`src/b64d_pkg.sv`:
```
// ----------------------------------------------------------------------------
// b64d_pkg
// Shared types and constants of the base64 decoder with whitespace skipping.
// ----------------------------------------------------------------------------
package b64d_pkg;

  localparam int unsigned CharW       = 8;
  localparam int unsigned ByteW       = 8;
  localparam int unsigned StatusW     = 2;
  localparam int unsigned MaxPush     = 3;
  localparam int unsigned PushW       = 2;
  localparam int unsigned OutDepthDef = 8;
  localparam int unsigned SInTdataW   = 8;
  localparam int unsigned MOutTdataW  = 16;

  // character classes beyond the sextet values
  localparam logic [7:0] ClsPad = 8'h40;
  localparam logic [7:0] ClsBad = 8'h80;
  localparam logic [7:0] ClsWs  = 8'h81;

  typedef enum logic [StatusW-1:0] {
    ST_OK        = 2'd0,
    ST_BAD_CHAR  = 2'd1,
    ST_BAD_COUNT = 2'd2,
    ST_AFTER_PAD = 2'd3
  } status_e;

  typedef struct packed {
    logic [ByteW-1:0] data_byte;
    logic             is_data;
    logic             is_last;
    status_e          status;
  } res_t;

endpackage

```
`src/b64d_core.sv`:
```
// ----------------------------------------------------------------------------
// b64d_core
// Character classification, quartet state and byte extraction; gives up to
// three results for each accepted word.
// ----------------------------------------------------------------------------
module b64d_core (
  input  logic                                      clk_i,
  input  logic                                      rst_ni,
  input  logic                                      accept_i,
  input  logic [b64d_pkg::CharW-1:0]                char_i,
  input  logic                                      eot_i,
  output b64d_pkg::res_t [b64d_pkg::MaxPush-1:0]    res_o,
  output logic [b64d_pkg::PushW-1:0]                n_o
);
  import b64d_pkg::*;

  function automatic logic [7:0] classify(input logic [7:0] ch);
    logic [7:0] c;
    if (ch inside {[8'h41:8'h5A]})      c = ch - 8'h41;
    else if (ch inside {[8'h61:8'h7A]}) c = ch - 8'h61 + 8'd26;
    else if (ch inside {[8'h30:8'h39]}) c = ch - 8'h30 + 8'd52;
    else if (ch == 8'h2B)               c = 8'd62;
    else if (ch == 8'h2F)               c = 8'd63;
    else if (ch == 8'h3D)               c = ClsPad;
    else if (ch inside {8'h20, 8'h0C, 8'h0A, 8'h0D, 8'h09, 8'h0B}) c = ClsWs;
    else                                c = ClsBad;
    return c;
  endfunction

  logic [1:0]  slot_q, slot_d;
  logic [17:0] held_q, held_d;
  logic        third_q, third_d;
  logic        done_q, done_d;
  logic        bad_q, bad_d;
  logic        after_q, after_d;

  logic [7:0]  cls;
  logic        is_pad;
  logic [5:0]  sextet;
  logic [23:0] quartet;
  status_e     st;

  always_comb begin
    slot_d  = slot_q;
    held_d  = held_q;
    third_d = third_q;
    done_d  = done_q;
    bad_d   = bad_q;
    after_d = after_q;
    res_o   = '0;
    n_o     = '0;
    cls     = classify(char_i);
    is_pad  = (cls == ClsPad);
    sextet  = is_pad ? 6'd0 : cls[5:0];
    quartet = {held_q, sextet};
    if (bad_q)             st = ST_BAD_CHAR;
    else if (slot_q != '0) st = ST_BAD_COUNT;
    else if (after_q)      st = ST_AFTER_PAD;
    else                   st = ST_OK;

    if (accept_i) begin
      if (eot_i) begin
        res_o[0].is_last = 1'b1;
        res_o[0].status  = st;
        n_o     = 2'd1;
        slot_d  = '0;
        held_d  = '0;
        third_d = 1'b0;
        done_d  = 1'b0;
        bad_d   = 1'b0;
        after_d = 1'b0;
      end else if (cls == ClsBad) begin
        bad_d = 1'b1;
      end else if (cls == ClsWs) begin
        // skipped
      end else if (done_q) begin
        after_d = 1'b1;
        slot_d  = slot_q + 2'd1;
      end else if (slot_q != 2'd3) begin
        held_d = {held_q[11:0], sextet};
        if (slot_q == 2'd2) begin
          third_d = is_pad;
        end
        slot_d = slot_q + 2'd1;
      end else begin
        res_o[0].data_byte = quartet[23:16];
        res_o[0].is_data   = 1'b1;
        n_o = 2'd1;
        if (third_q) begin
          done_d = 1'b1;
        end else begin
          res_o[1].data_byte = quartet[15:8];
          res_o[1].is_data   = 1'b1;
          n_o = 2'd2;
          if (is_pad) begin
            done_d = 1'b1;
          end else begin
            res_o[2].data_byte = quartet[7:0];
            res_o[2].is_data   = 1'b1;
            n_o = 2'd3;
          end
        end
        slot_d  = '0;
        held_d  = '0;
        third_d = 1'b0;
      end
    end
  end

  always_ff @(posedge clk_i or negedge rst_ni) begin
    if (!rst_ni) begin
      slot_q  <= '0;
      held_q  <= '0;
      third_q <= 1'b0;
      done_q  <= 1'b0;
      bad_q   <= 1'b0;
      after_q <= 1'b0;
    end else begin
      slot_q  <= slot_d;
      held_q  <= held_d;
      third_q <= third_d;
      done_q  <= done_d;
      bad_q   <= bad_d;
      after_q <= after_d;
    end
  end

endmodule

```
`src/base64_decoder_whitespace_skip.sv`:
```
// ----------------------------------------------------------------------------
// base64_decoder_whitespace_skip
// Streaming base64 decoder: one character per word in, decoded bytes and a
// closing status word out.
//
//   channel | dir | tdata                     | tuser   | tlast
//   s_axis  | in  | [7:0] character           | -       | end_of_text
//   m_axis  | out | [7:0] data_byte [9:8] st. | is_data | is_last
//
// One input word per cycle; each gives 0 to 3 result words to a small
// output queue of OutDepth words, drained one a cycle while the receiver
// is ready; input is held off while fewer than three entries are free.
// Reset clears the decoder state and empties the queue; no clearing pass.
// ----------------------------------------------------------------------------
module base64_decoder_whitespace_skip #(
  parameter int unsigned OutDepth = b64d_pkg::OutDepthDef
) (
  input  logic                              clk_i,
  input  logic                              rst_ni,
  input  logic                              s_axis_tvalid,
  output logic                              s_axis_tready,
  input  logic [b64d_pkg::SInTdataW-1:0]    s_axis_tdata,   // [7:0] character
  input  logic                              s_axis_tlast,   // end_of_text
  output logic                              m_axis_tvalid,
  input  logic                              m_axis_tready,
  output logic [b64d_pkg::MOutTdataW-1:0]   m_axis_tdata,   // [7:0] data_byte, [9:8] status
  output logic                              m_axis_tuser,   // is_data
  output logic                              m_axis_tlast    // is_last
);
  import b64d_pkg::*;

  localparam int unsigned PtrW     = (OutDepth > 1) ? $clog2(OutDepth) : 1;
  localparam int unsigned CntW     = $clog2(OutDepth + 1);
  localparam int unsigned MemDepth = 2 ** PtrW;

  logic                     accept;
  logic                     pop;
  res_t [MaxPush-1:0]       res;
  logic [PushW-1:0]         n_push;

  res_t                     mem_q [MemDepth];
  logic [PtrW-1:0]          wr_ptr_q, wr_ptr_d;
  logic [PtrW-1:0]          rd_ptr_q, rd_ptr_d;
  logic [CntW-1:0]          cnt_q, cnt_d;
  res_t                     head;

  assign s_axis_tready = (cnt_q <= CntW'(OutDepth - MaxPush));
  assign accept        = s_axis_tvalid && s_axis_tready;
  assign m_axis_tvalid = (cnt_q != '0);
  assign pop           = m_axis_tvalid && m_axis_tready;

  b64d_core u_core (
    .clk_i    (clk_i),
    .rst_ni   (rst_ni),
    .accept_i (accept),
    .char_i   (s_axis_tdata[CharW-1:0]),
    .eot_i    (s_axis_tlast),
    .res_o    (res),
    .n_o      (n_push)
  );

  always_comb begin
    wr_ptr_d = wr_ptr_q + PtrW'(n_push);
    rd_ptr_d = rd_ptr_q + PtrW'(pop);
    cnt_d    = cnt_q + CntW'(n_push) - CntW'(pop);
  end

  always_ff @(posedge clk_i or negedge rst_ni) begin
    if (!rst_ni) begin
      wr_ptr_q <= '0;
      rd_ptr_q <= '0;
      cnt_q    <= '0;
    end else begin
      wr_ptr_q <= wr_ptr_d;
      rd_ptr_q <= rd_ptr_d;
      cnt_q    <= cnt_d;
    end
  end

  always_ff @(posedge clk_i) begin
    for (int k = 0; k < MaxPush; k++) begin
      if (PushW'(k) < n_push) begin
        mem_q[wr_ptr_q + PtrW'(k)] <= res[k];
      end
    end
  end

  assign head = mem_q[rd_ptr_q];

  assign m_axis_tdata = {{(MOutTdataW - ByteW - StatusW){1'b0}}, head.status, head.data_byte};
  assign m_axis_tuser = head.is_data;
  assign m_axis_tlast = head.is_last;

endmodule

```
`config.mk`:
```
export PLATFORM = sky130hd
export DESIGN_NAME = base64_decoder_whitespace_skip
export DESIGN_NICKNAME = d
export VERILOG_FILES = /design/src/b64d_pkg.sv /design/src/b64d_core.sv /design/src/base64_decoder_whitespace_skip.sv
export SDC_FILE = /design/constraint.sdc
export NUM_CORES = 1
export LEC_CHECK = 0
export BUFFER_PORTS_ARGS = -buffer_cell sky130_fd_sc_hd__buf_4
export CAP_MARGIN = 15
export CORE_MARGIN = 5
export CORE_UTILIZATION = 25
export CTS_BUF_LIST = sky130_fd_sc_hd__clkbuf_4 sky130_fd_sc_hd__clkbuf_8
export DETAILED_ROUTE_END_ITERATION = 12
export HOLD_SLACK_MARGIN = 0.15
export PLACE_DENSITY = 0.39
export RECOVER_POWER = 100
export SYNTH_ARGS = -nofsm -noshare
export SYNTH_HDL_FRONTEND = slang
export SYNTH_SLANG_ARGS = --single-unit
```
`constraint.sdc`:
```
create_clock -name clk_i -period 3.85 [get_ports clk_i]
set_input_delay 0.385 -clock clk_i [delete_from_list [all_inputs] [get_ports clk_i]]
set_output_delay 0.385 -clock clk_i [all_outputs]
set_load 0.03 [all_outputs]
```
# Word-level counts from Yosys, hierarchy flattened
# Memory sizes are Yosys's and may differ from the RTL's.
# Cells that the tools add are included.
# word_totals
ram_bits	96
out_inout_bits	20
ff_bits	34
n_memories	1
wordCells	141
# memory_table
memory	depth	width	rd	rd_clocked_by_memory_dff	wr	line	source
mem_q	8	12	1	0	3	base64_decoder_whitespace_skip.sv:41	res_t mem_q [MemDepth];
# classes
order_cmp	10
eq_ne	18
add_sub_neg	12
n_reduce_logical	15
muxes	76
# op_table
operator	n
$mux 9	20
$mux 18	5
$mux 8	6
$eq 8x4->1 const B	5
$eq 8x6->1 const B	4
$mux 2	15
$mux 1	27
$eq 8x8->1 const B	2
$ge 8x7->1 const B	2
$le 8x7->1 const B	2
$sub 8x7->8 const B	2
$mux 12	1
$add 8x5->8 const B	1
$add 8x6->8 const B	1
$eq 8x7->1 const B	1
$ge 8x6->1 const B	1
$le 8x6->1 const B	1
$ne 2x2->1 const B	4
$reduce_and 4->1	2
$sub 8x6->8 const B	1
$mux 6	1
$reduce_bool 2->1	3
$reduce_bool 6->1	1
$logic_and 1x1->1	5
other kinds (17)	18

# Logic depth before layout (Yosys ltp)
# Gate-level depths: netlist (run 1).
# depth
ltp_word	21
ltp_mapped	15
mapped_depth_nobuf	14

# By module
# Synthesis (run 1) repeated with hierarchy kept, for this count alone.
# unflattened
cells_unflattened	1019
area_unflattened_um2	9336.5
# by_module_without_submodules
module	seq_area_each_um2	area_per_inst_um2	cells_per_inst	n_inst
base64_decoder_whitespace_skip	3133.0	7221.9	757	1
b64d_core	600.6	2114.5	262	1

# Worst setup path before layout (run 1)
# Ideal clock, no wire load.
# synth_timing
path_kind	in2reg
startpoint	in s_axis_tdata[2] (netlist name)
endpoint	reg cnt_q[3]
t_required_ns	3.771
path_slack_ns	0.321
t_arrival_ns	3.450
stages	15
setup_ns	0.079
cell_sequence	inv_1 -> ha_1 -> a21oi_1 -> o311a_1 -> nand2_1 -> o2111a_1 -> a2111oi_4 -> buf_2 -> inv_1 -> ha_1 -> inv_1 -> ha_1 -> a21o_1 -> a21oi_1 -> xor2_1
# synth_between
elab_chain_len	20
# synth_lines
element	line	source
from (decl)	base64_decoder_whitespace_skip.sv:22	input logic [b64d_pkg::SInTdataW-1:0] s_axis_tdata,
branches (longest 8 deep; another with $sub 8x6->8)	n/a	
$mux 8 (*)	b64d_core.sv:19	if (ch inside {[8'h41:8'h5A]}) c = ch - 8'h41;
$eq 8x7->1	b64d_core.sv:53	is_pad = (cls == ClsPad);
$mux 1	b64d_core.sv:95	if (is_pad) begin
$mux 2	b64d_core.sv:89	if (third_q) begin
$mux 2	b64d_core.sv:79	end else if (slot_q != 2'd3) begin
$mux 2	b64d_core.sv:76	end else if (done_q) begin
$mux 2	b64d_core.sv:74	end else if (cls == ClsWs) begin
$mux 2 (*)	b64d_core.sv:72	end else if (cls == ClsBad) begin
$mux 2 (*)	b64d_core.sv:62	if (eot_i) begin
$mux 2 (*)	b64d_core.sv:61	if (accept_i) begin
$add 4x2->4 (*)	base64_decoder_whitespace_skip.sv:65	cnt_d = cnt_q + CntW'(n_push) - CntW'(pop);
$sub 4x1->4 (*)	base64_decoder_whitespace_skip.sv:65	
net cnt_d[3]	base64_decoder_whitespace_skip.sv:44	logic [CntW-1:0] cnt_q, cnt_d;
to (signal assigned)	base64_decoder_whitespace_skip.sv:76	cnt_q <= cnt_d;
to (decl)	base64_decoder_whitespace_skip.sv:44	
# Mark *: on every way through the listed nets, which the timed path passes.
# A chain may end at the register's enable or synchronous reset.

==> impl_summary.md, run 1 <==
Outcome
The flow ran to the end, but the final reports show violations. The checks that failed: capacitance limit, slew limit.

Pwr
The static power due to leakage is 0.00312 µW. The power per cell area is 604 nW/µm². The worst-case IR drop observed on VDD is 0.224 mV.

Placement
The placer's final routability congestion estimate is 0.864. The worst setup slack after placement is 0.0276 ns. The count of buffers from port buffering is 26. The final HPWL from detailed placement is 18.2 mm.

Floorplan
From left edge to right edge, the die measures 184 µm. The core region is 29700 µm². For this configuration, the core starts out at a cell density of 0.254. The area of the die is 33800 µm². In this run the vertical extent of the chip is 184 µm.

The total number of placement rows is 63. Pin placement for this block handled 33 I/O pins.

Worst setup path
The worst setup path is captured at a register. For the worst setup path, the data required time is 3.93 ns. Data arrives at the worst endpoint at 3.69 ns. The worst setup path is launched from an input port. The biggest fanout along the worst timing path is 18. The critical path is of the input port to register type.

Timing
The final-report max-slew violation count is 35. After layout, the worst setup slack is 0.237 ns. Adding up every negative setup slack in the final design gives 0 ns. For the pin with the worst max-slew slack, the measured transition is 1.95 ns. The highest clock frequency the design can meet is 277 MHz. Setup repair after global routing left no endpoint under its margin. The final period demand of the worst path is 3.61 ns. Across the routed clock network, the largest skew measured is 0.0108 ns. The final hold violation count was 0. The count of final setup violators is 0. Final hold analysis gives a worst-case slack of 0.177 ns.

The post-route fraction of the period consumed by the critical path is 0.938. The max-slew headroom at the worst pin is -0.301.

Min path
The min-delay analysis places its worst path in the category input port to register.

Detailed routing
In the routed layout, each cell is associated on average with a via count of 5.15. The remaining number of nets flagged by the antenna check after routing is 0. The detailed router placed 6208 vias in this run. The total length of routed wires is 23.5 mm. The DRC violation total after the first TritonRoute iteration is 454.

Dividing the detail-routed wire length by the instance count gives 19.5 µm. The DRC violation count after routing is 0. The first TritonRoute pass finished after 7 iterations.

Clock network
At the later pin of the worst-skew pair, clock insertion delay measures 0.44 ns. The number of buffers added for setup after CTS is 0. The clock transition at the registers of the reported paths is 0.07 ns. The root buffer cell is sky130_fd_sc_hd__clkbuf_8.

The TritonCTS buffer count is 17. The clock drives 130 sinks. The maximum root-to-sink buffer count is 2. TritonCTS built the clock tree.

The H-tree level count is 4.

Synthesis
The number of synthesized register bits is 130. The post-synthesis instance area is 7550 µm². For this run, the register share of the synthesized area comes to 0.463. The most used flip-flop cell after synthesis is sky130_fd_sc_hd__edfxtp_1. The Yosys step of the flow raised 0 warnings. The largest area contributor in the synthesized netlist is sky130_fd_sc_hd__edfxtp_1.

In this run the mean area of a mapped cell was 10.2 µm². The distinct cell type count after synthesis is 64. The most instantiated library cell after synthesis is sky130_fd_sc_hd__nand2_1. After synthesis, the cell types taking the most area are sky130_fd_sc_hd__edfxtp_1, sky130_fd_sc_hd__dfrtp_1, sky130_fd_sc_hd__o221ai_1, sky130_fd_sc_hd__mux4_2, sky130_fd_sc_hd__nand2_1. The gate count after technology mapping is 740. In this run, synthesis inferred 72 flip-flops with an integrated enable. Of the post-synthesis cell area, the dominant cell type holds 0.286. Of all flip-flops after synthesis, the portion carrying an async set or reset was 0.262.

In the synthesized netlist, the cells that appear most often are sky130_fd_sc_hd__nand2_1, sky130_fd_sc_hd__edfxtp_1, sky130_fd_sc_hd__o221ai_1.

Global routing
The largest net degree at the start of global routing is 39. The global-route total usage across every layer is 0.142. The via count of the first global-routing pass is 6396.

The initial antenna violation count is 0. The first global-routing pass estimated 37.4 mm of wire. The total overflow reported by the global router is 0.

Finish
The share of cells above drive strength 1 is 0.174. The antenna diode instance count is 0. Compared with the post-synthesis result, the final layout area differs by 17.1%.

After the last flow step, the layout net total stands at 841.

Run
Across the run, the number of max-cap violations was 1.
sequential cells by signal (all words and copies together), names as in the netlist:
register	count
u_core.slot_q	2
u_core.done_q	1
mem_q	96
u_core.after_q	1
wr_ptr_q	3
u_core.held_q	18
cnt_q	4
u_core.third_q	1
rd_ptr_q	3
u_core.bad_q	1
critical path, cell delays in order:
cell and delay [ns]:
sky130_fd_sc_hd__clkbuf_4 0.11, sky130_fd_sc_hd__buf_4 0.15, sky130_fd_sc_hd__ha_1 0.23, sky130_fd_sc_hd__a21oi_1 0.24, sky130_fd_sc_hd__o311a_1 0.30, sky130_fd_sc_hd__nand2_1 0.15
sky130_fd_sc_hd__o2111a_1 0.33, sky130_fd_sc_hd__a2111oi_4 0.51, sky130_fd_sc_hd__o41ai_4 0.17, sky130_fd_sc_hd__buf_12 0.19, sky130_fd_sc_hd__or2_2 0.33, sky130_fd_sc_hd__nand3_1 0.08
sky130_fd_sc_hd__clkbuf_1 0.50
cell type report:
cell class,count,area [µm²]
Fill cell,3096,20900
Clock buffer,19,249
Clock inverter,13,159
Multi-Input combinational cell,532,3730
Tap cell,390,488
Timing Repair Buffer,92,611
Inverter,29,109
Sequential cell,130,3490
path summary, 6_finish.rpt:
path | slack, ns | to | startpoint | cells past startpoint
min reg2reg | 0.47 | mem_q[3][1] | mem_q[3][1] | 2
max | 0.24 | mem_q[1][5] | s_axis_tdata[2] | 13
max reg2reg | 0.43 | mem_q[1][5] | u_core.slot_q[1] | 9
min in group asynchronous | 1.02 | rd_ptr_q[2] | rst_ni | 2
max in group asynchronous | 1.70 | u_core.held_q[15] | rst_ni | 2
min | 0.18 | u_core.slot_q[0] | s_axis_tlast | 2
where the power goes:
group	internal, µW	switching [µW]
registers	1730	274
logic	766	1350
clock network	656	575
total	3150	2200
metal layers:
metal	track usage	share of wire	routed length (µm)	vias up
li1	-	-	-	2920
met1	0.194	0.46	10700	3084
met2	0.233	0.48	11200	186
met3	0.0255	0.056	1310	18
met4	0.0390	0.012	291	0
met5	0	0	0	-
kinds of logic (layout without fill, tap and decap cells):
group / Yosys count / after routing / share of synthesized area
adder cells (fa/ha/maj): 26 / 26 / 0.0451
buffers and inverters: 83 / 153 / 0.0454
other: 1 / 6 / 0.000497
XOR/XNOR: 7 / 7 / 0.00812
AND/OR/NAND/NOR: 258 / 258 / 0.156
flip-flops: 130 / 130 / 0.463
multiplexers: 38 / 38 / 0.0923
AO/OA/AOI/OAI: 197 / 197 / 0.189
repair_timing:
action                    in CTS  in global routing
resized for setup              0                  0
hold endpoints to repair      34                  0
hold buffers                   1                  0
through the flow:
step / cell area, µm² / total power [µW] / cells / util
final: 8840 / 5340 / 1205 / 0.298
after CTS: 9100 / 5540 / 1205 / 0.306
after global placement: 8680 / 4280 / 1172 / 0.292
after global routing: 8840 / 5720 / 1205 / 0.298
after detailed placement: 8680 / 4290 / 1172 / 0.292
after floorplan: 7570 / 3470 / 745 / -
layout by cell type, fill, tap and decap left out, drive strengths merged, types with 2 or more instances in the layout:
cell,netlist,layout
o21bai,8,8
buf,21,50
a21oi,37,37
conb,1,6
o31ai,10,10
o221ai,63,63
nor4,2,2
dfrtp,34,34
mux4,24,24
nor3,18,18
fa,2,2
a22oi,7,7
or3,8,8
or2,17,17
mux2,13,13
ha,24,24
a221oi,3,3
xnor2,4,4
dfxtp,24,24
nand4,5,5
a21o,3,3
xor2,3,3
bufinv,0,3
inv,27,30
o21ai,38,38
and2,7,7
a2111oi,2,2
and3,4,4
nor2b,3,3
edfxtp,72,72
clkbuf,33,60
nand2b,9,9
o22ai,8,8
nand3,18,18
nand2,134,134
nor2,30,30
a31o,2,2
clkinv,2,8
a221o,4,4
No activity file was read; power rests on OpenSTA's default activity.
==> run 2: changes to the inputs <==
--- a/config.mk
+++ b/config.mk
@@ -12,6 +12,7 @@
 export CTS_BUF_LIST = sky130_fd_sc_hd__clkbuf_4 sky130_fd_sc_hd__clkbuf_8
 export DETAILED_ROUTE_END_ITERATION = 12
 export HOLD_SLACK_MARGIN = 0.15
+export MAX_ROUTING_LAYER = met4
 export PLACE_DENSITY = 0.39
 export RECOVER_POWER = 100
 export SYNTH_ARGS = -nofsm -noshare
==> run 2 against run 1 <==
  * Clock-buffer cell count shrank 2
  * Global-route usage rose by 0.60 points
  * Power decreased by 0.94%
  * Clock power decreased by 7%
  * Highest routed layer unchanged
  * Hold slack improved by 0.0045 ns
  * Maximum frequency up 2.0%
  * The flow still finishes with violations (capacitance limit, slew limit)
  * Combinational power barely moved
  * Critical path depth unchanged
==> impl_summary.md, run 2 (synthesis results as in run 1) <==
Finish
The number of flip-flops under the largest register name is 96 (unchanged). The top register by number of flip-flops is mem_q (unchanged). The core occupancy in the finished layout was 0.299 (was 0.298). Leading registers by flop count: mem_q: 96 flops, u_core.held_q: 18 flops, cnt_q: 4 flops (unchanged). The footprint of the multi-input gates came to 3730 µm² (about the same). The number of inserted filler cells in the final layout is 3082 (was 3096). Leading cell types in the layout, fill and taps excluded: sky130_fd_sc_hd__nand2_1, sky130_fd_sc_hd__edfxtp_1, sky130_fd_sc_hd__o221ai_1, sky130_fd_sc_hd__buf_4 (was sky130_fd_sc_hd__nand2_1, sky130_fd_sc_hd__edfxtp_1, sky130_fd_sc_hd__o221ai_1, sky130_fd_sc_hd__buf_4, sky130_fd_sc_hd__o21ai_0).

The share of cells above drive strength 1 is 0.179 (was 0.174). The antenna diode instance count is 0 (unchanged). The most common library cell in the layout ignoring fill and taps was sky130_fd_sc_hd__nand2_1 (unchanged). The count of nets after finishing is 839 (was 841).

The flip-flop and latch area is 3490 µm² (unchanged). The layout-stage area growth over the synthesis result is 17.8% (was 17.1%).

Pwr
The internal power consumption is 3080 µW (was 3150 µW). The power per cell area came to 595 nW/µm² (was 604 nW/µm²). The share of power burned in registers is 0.379 (was 0.374). The peak supply drop is 0.205 mV (was 0.224 mV). The static power due to leakage is 0.00312 µW (about the same). The portion of total power attributed to the clock network is 0.218 (was 0.230).

The combinational cell fraction of total power is 0.404 (was 0.395). The net switching power is 2220 µW (was 2200 µW). The net switching fraction of the power is 0.419 (was 0.411).

Min path
The worst hold path class is input port to register (unchanged).

Clock network
The H-tree level count is 4 (unchanged). The clock sink count is 130 (unchanged). The clock insertion delay at the later pin of the skew report came to 0.44 ns (about the same). The TritonCTS clock tree is yes (unchanged). The TritonCTS buffer count was 17 (unchanged).

The clock transition at the registers of the reported paths was 0.08 ns (was 0.07 ns). The root buffer cell is sky130_fd_sc_hd__clkbuf_8 (unchanged). The maximum root-to-sink buffer count is 2 (unchanged). The post-CTS resize count is 0 (unchanged).

Global routing
The global-route wire length before repair is 37.6 mm (was 37.4 mm). The initial antenna violation count is 0 (unchanged). The global-route total usage across every layer is 0.148 (was 0.142). The largest net degree at the start of global routing was 39 (unchanged). The via count of the first global-routing pass was 6286 (was 6396). The total overflow reported by the global router is 0 (unchanged).

Detailed routing
The total length of routed wires was 23.8 mm (was 23.5 mm). The number of iterations in the first detailed-routing pass is 5 (was 7). The average wire per cell in the routed design is 19.8 µm (was 19.5 µm). The remaining number of nets flagged by the antenna check after routing is 0 (unchanged).

The average vias per placed instance was 5.11 (was 5.15). The length of routed met2 wiring is 11.6 mm (was 11.2 mm). The post-route met1 wirelength is 11.0 mm (was 10.7 mm). The DRC violation total after the first TritonRoute iteration is 517 (was 454). The via total after detailed routing is 6138 (was 6208). The DRC violation count after routing is 0 (unchanged). The detailed route wirelength on metal3 is 1.07 mm (was 1.31 mm). The top metal layer carrying routed signals was met4 (unchanged).

Timing
The highest clock frequency the design can meet came to 282 MHz (was 277 MHz). The largest clock skew in the final design is 0.00917 ns (was 0.0108 ns). The final total negative setup slack is 0 ns (unchanged). The final hold violation count came to 0 (unchanged). RSZ-0062 raised after global routing: false (unchanged).

The post-route fraction of the period consumed by the critical path is 0.920 (was 0.938). The max-slew headroom at the worst pin is -0.297 (was -0.301). The count of final setup violators is 0 (unchanged). The final-report max-slew violation count is 35 (unchanged). The final period demand of the worst path was 3.54 ns (was 3.61 ns). The transition at the pin with the smallest max-transition slack is 1.95 ns (about the same).

Floorplan
The number of top-level pins is 33 (unchanged). The vertical extent of the die was 184 µm (unchanged). The starting density of the core is 0.254 (unchanged).

The total number of placement rows came to 63 (unchanged). The core outline area is 29700 µm² (unchanged). The area of the die is 33800 µm² (unchanged). The width of the die is 184 µm (unchanged).

Placement
The final HPWL from detailed placement was 18.5 mm (was 18.2 mm). The placer's final routability congestion estimate is 0.873 (was 0.864). The count of buffers from port buffering is 26 (unchanged).

Run
The number of maximum-capacitance violations is 1 (unchanged).

Worst setup path
The critical-path cell with the highest stage delay was sky130_fd_sc_hd__nor2_1 (was sky130_fd_sc_hd__a2111oi_4). Sequence of cells on the critical path: buf_4 -> clkbuf_1 -> ha_1 -> a21oi_1 -> a211o_1 -> a21oi_1 -> a31o_2 -> clkbuf_2 -> a21oi_1 -> clkbuf_2 -> nor2_1 -> o21bai_1 -> buf_12 (was clkbuf_4 -> buf_4 -> ha_1 -> a21oi_1 -> o311a_1 -> nand2_1 -> o2111a_1 -> a2111oi_4 -> o41ai_4 -> buf_12 -> or2_2 -> nand3_1 -> clkbuf_1). The dominant delay contributor by cell family on the critical path is compound AO/OA/AOI/OAI gates (unchanged). The peak per-stage delay on the critical path came to 0.76 ns (was 0.51 ns).

The critical path buffer and inverter count is 5 (was 4). The kind of end point of the critical path is a register (unchanged). The category of the worst setup path launch point is an input port (unchanged). The dominant cell type by count on the critical path is sky130_fd_sc_hd__a21oi_1. The biggest fanout along the worst timing path is 14 (was 18).

The critical path data arrival time is 3.75 ns (was 3.69 ns). The data required time of the critical path is 4.06 ns (was 3.93 ns). The path type of the worst setup path is input port to register (unchanged).

Outcome
Violations in the final reports: capacitance limit, slew limit (unchanged). Outcome: finished, violations left (unchanged).
run 2: cell types whose count changed in the layout (fill, tap and decap cells not counted), moves of 2 or more:
| cell | before | now |
|---|---|---|
| sky130_fd_sc_hd__buf_12 | 5 | 11 |
| sky130_fd_sc_hd__clkinv_1 | 2 | 4 |
| sky130_fd_sc_hd__clkinvlp_4 | 1 | 6 |
| sky130_fd_sc_hd__clkinv_4 | 2 | 0 |
| sky130_fd_sc_hd__buf_4 | 45 | 43 |
| sky130_fd_sc_hd__clkbuf_4 | 3 | 1 |
| sky130_fd_sc_hd__clkinv_2 | 4 | 2 |
| sky130_fd_sc_hd__clkbuf_1 | 36 | 29 |
run 2: area by class of cell:
cell class | instances | area share
flip-flops and latches | 130 | 0.393
clock inverters | 14 | 0.0158
repair buffers | 90 | 0.0781
clock buffers | 17 | 0.0263
multi-input cells | 532 | 0.420
inverters | 29 | 0.0122
well taps | 390 | 0.0549
run 2: metal layers:
layer	up-vias	global-route usage
li1	2917	-
met4	0	0.0349
met2	192	0.240
met5	-	-
met3	14	0.0222
met1	3015	0.196
run 2: worst paths after layout:
| path | from | to | slack [ns] | depth (start not counted) |
|---|---|---|---|---|
| setup reg to reg | u_core.slot_q[1] | cnt_q[3] | 0.69 | 11 |
| hold reg to reg | mem_q[3][1] | mem_q[3][1] | 0.47 | 2 |
| hold / removal | s_axis_tlast | u_core.slot_q[1] | 0.18 | 2 |
| max in group asynchronous | rst_ni | u_core.held_q[8] | 1.69 | 2 |
| setup / recovery | s_axis_tdata[2] | mem_q[2][11] | 0.31 | 13 |
| min in group asynchronous | rst_ni | rd_ptr_q[2] | 1.03 | 2 |
run 2: repair_timing:
item | in CTS | in global routing
endpoints found under the setup margin | 0 | 0
hold buffers | 1 | 0
buffers inserted | 0 | 0
endpoints found under the hold margin | 34 | 0
run 2: power groups by stage:
stage	sequential [µW]	clock, µW	combinational (µW)
2_1_floorplan	1850	0	1620
3_3_place_gp	2030	0	2260
3_5_place_dp	2040	0	2280
4_1_cts	2010	1180	2280
5_1_grt	2040	1250	2350
6_report	2000	1150	2140
run 2: through the flow:
step / hold slack (ns) / cell area (µm²) / cells / worst slack (ns) / total power (µW)
finish: 0.181 / 8890 / 1202 / 0.307 / 5290
global route: 0.153 / 8890 / 1202 / 0.106 / 5640
CTS: 0.150 / 9050 / 1202 / 0.522 / 5480
detailed placement: 0.373 / 8670 / 1170 / 0.0545 / 4310
global placement: 0.363 / 8670 / 1170 / 0.0106 / 4290
floorplan: 0.0894 / 7570 / 745 / 0.321 / 3470
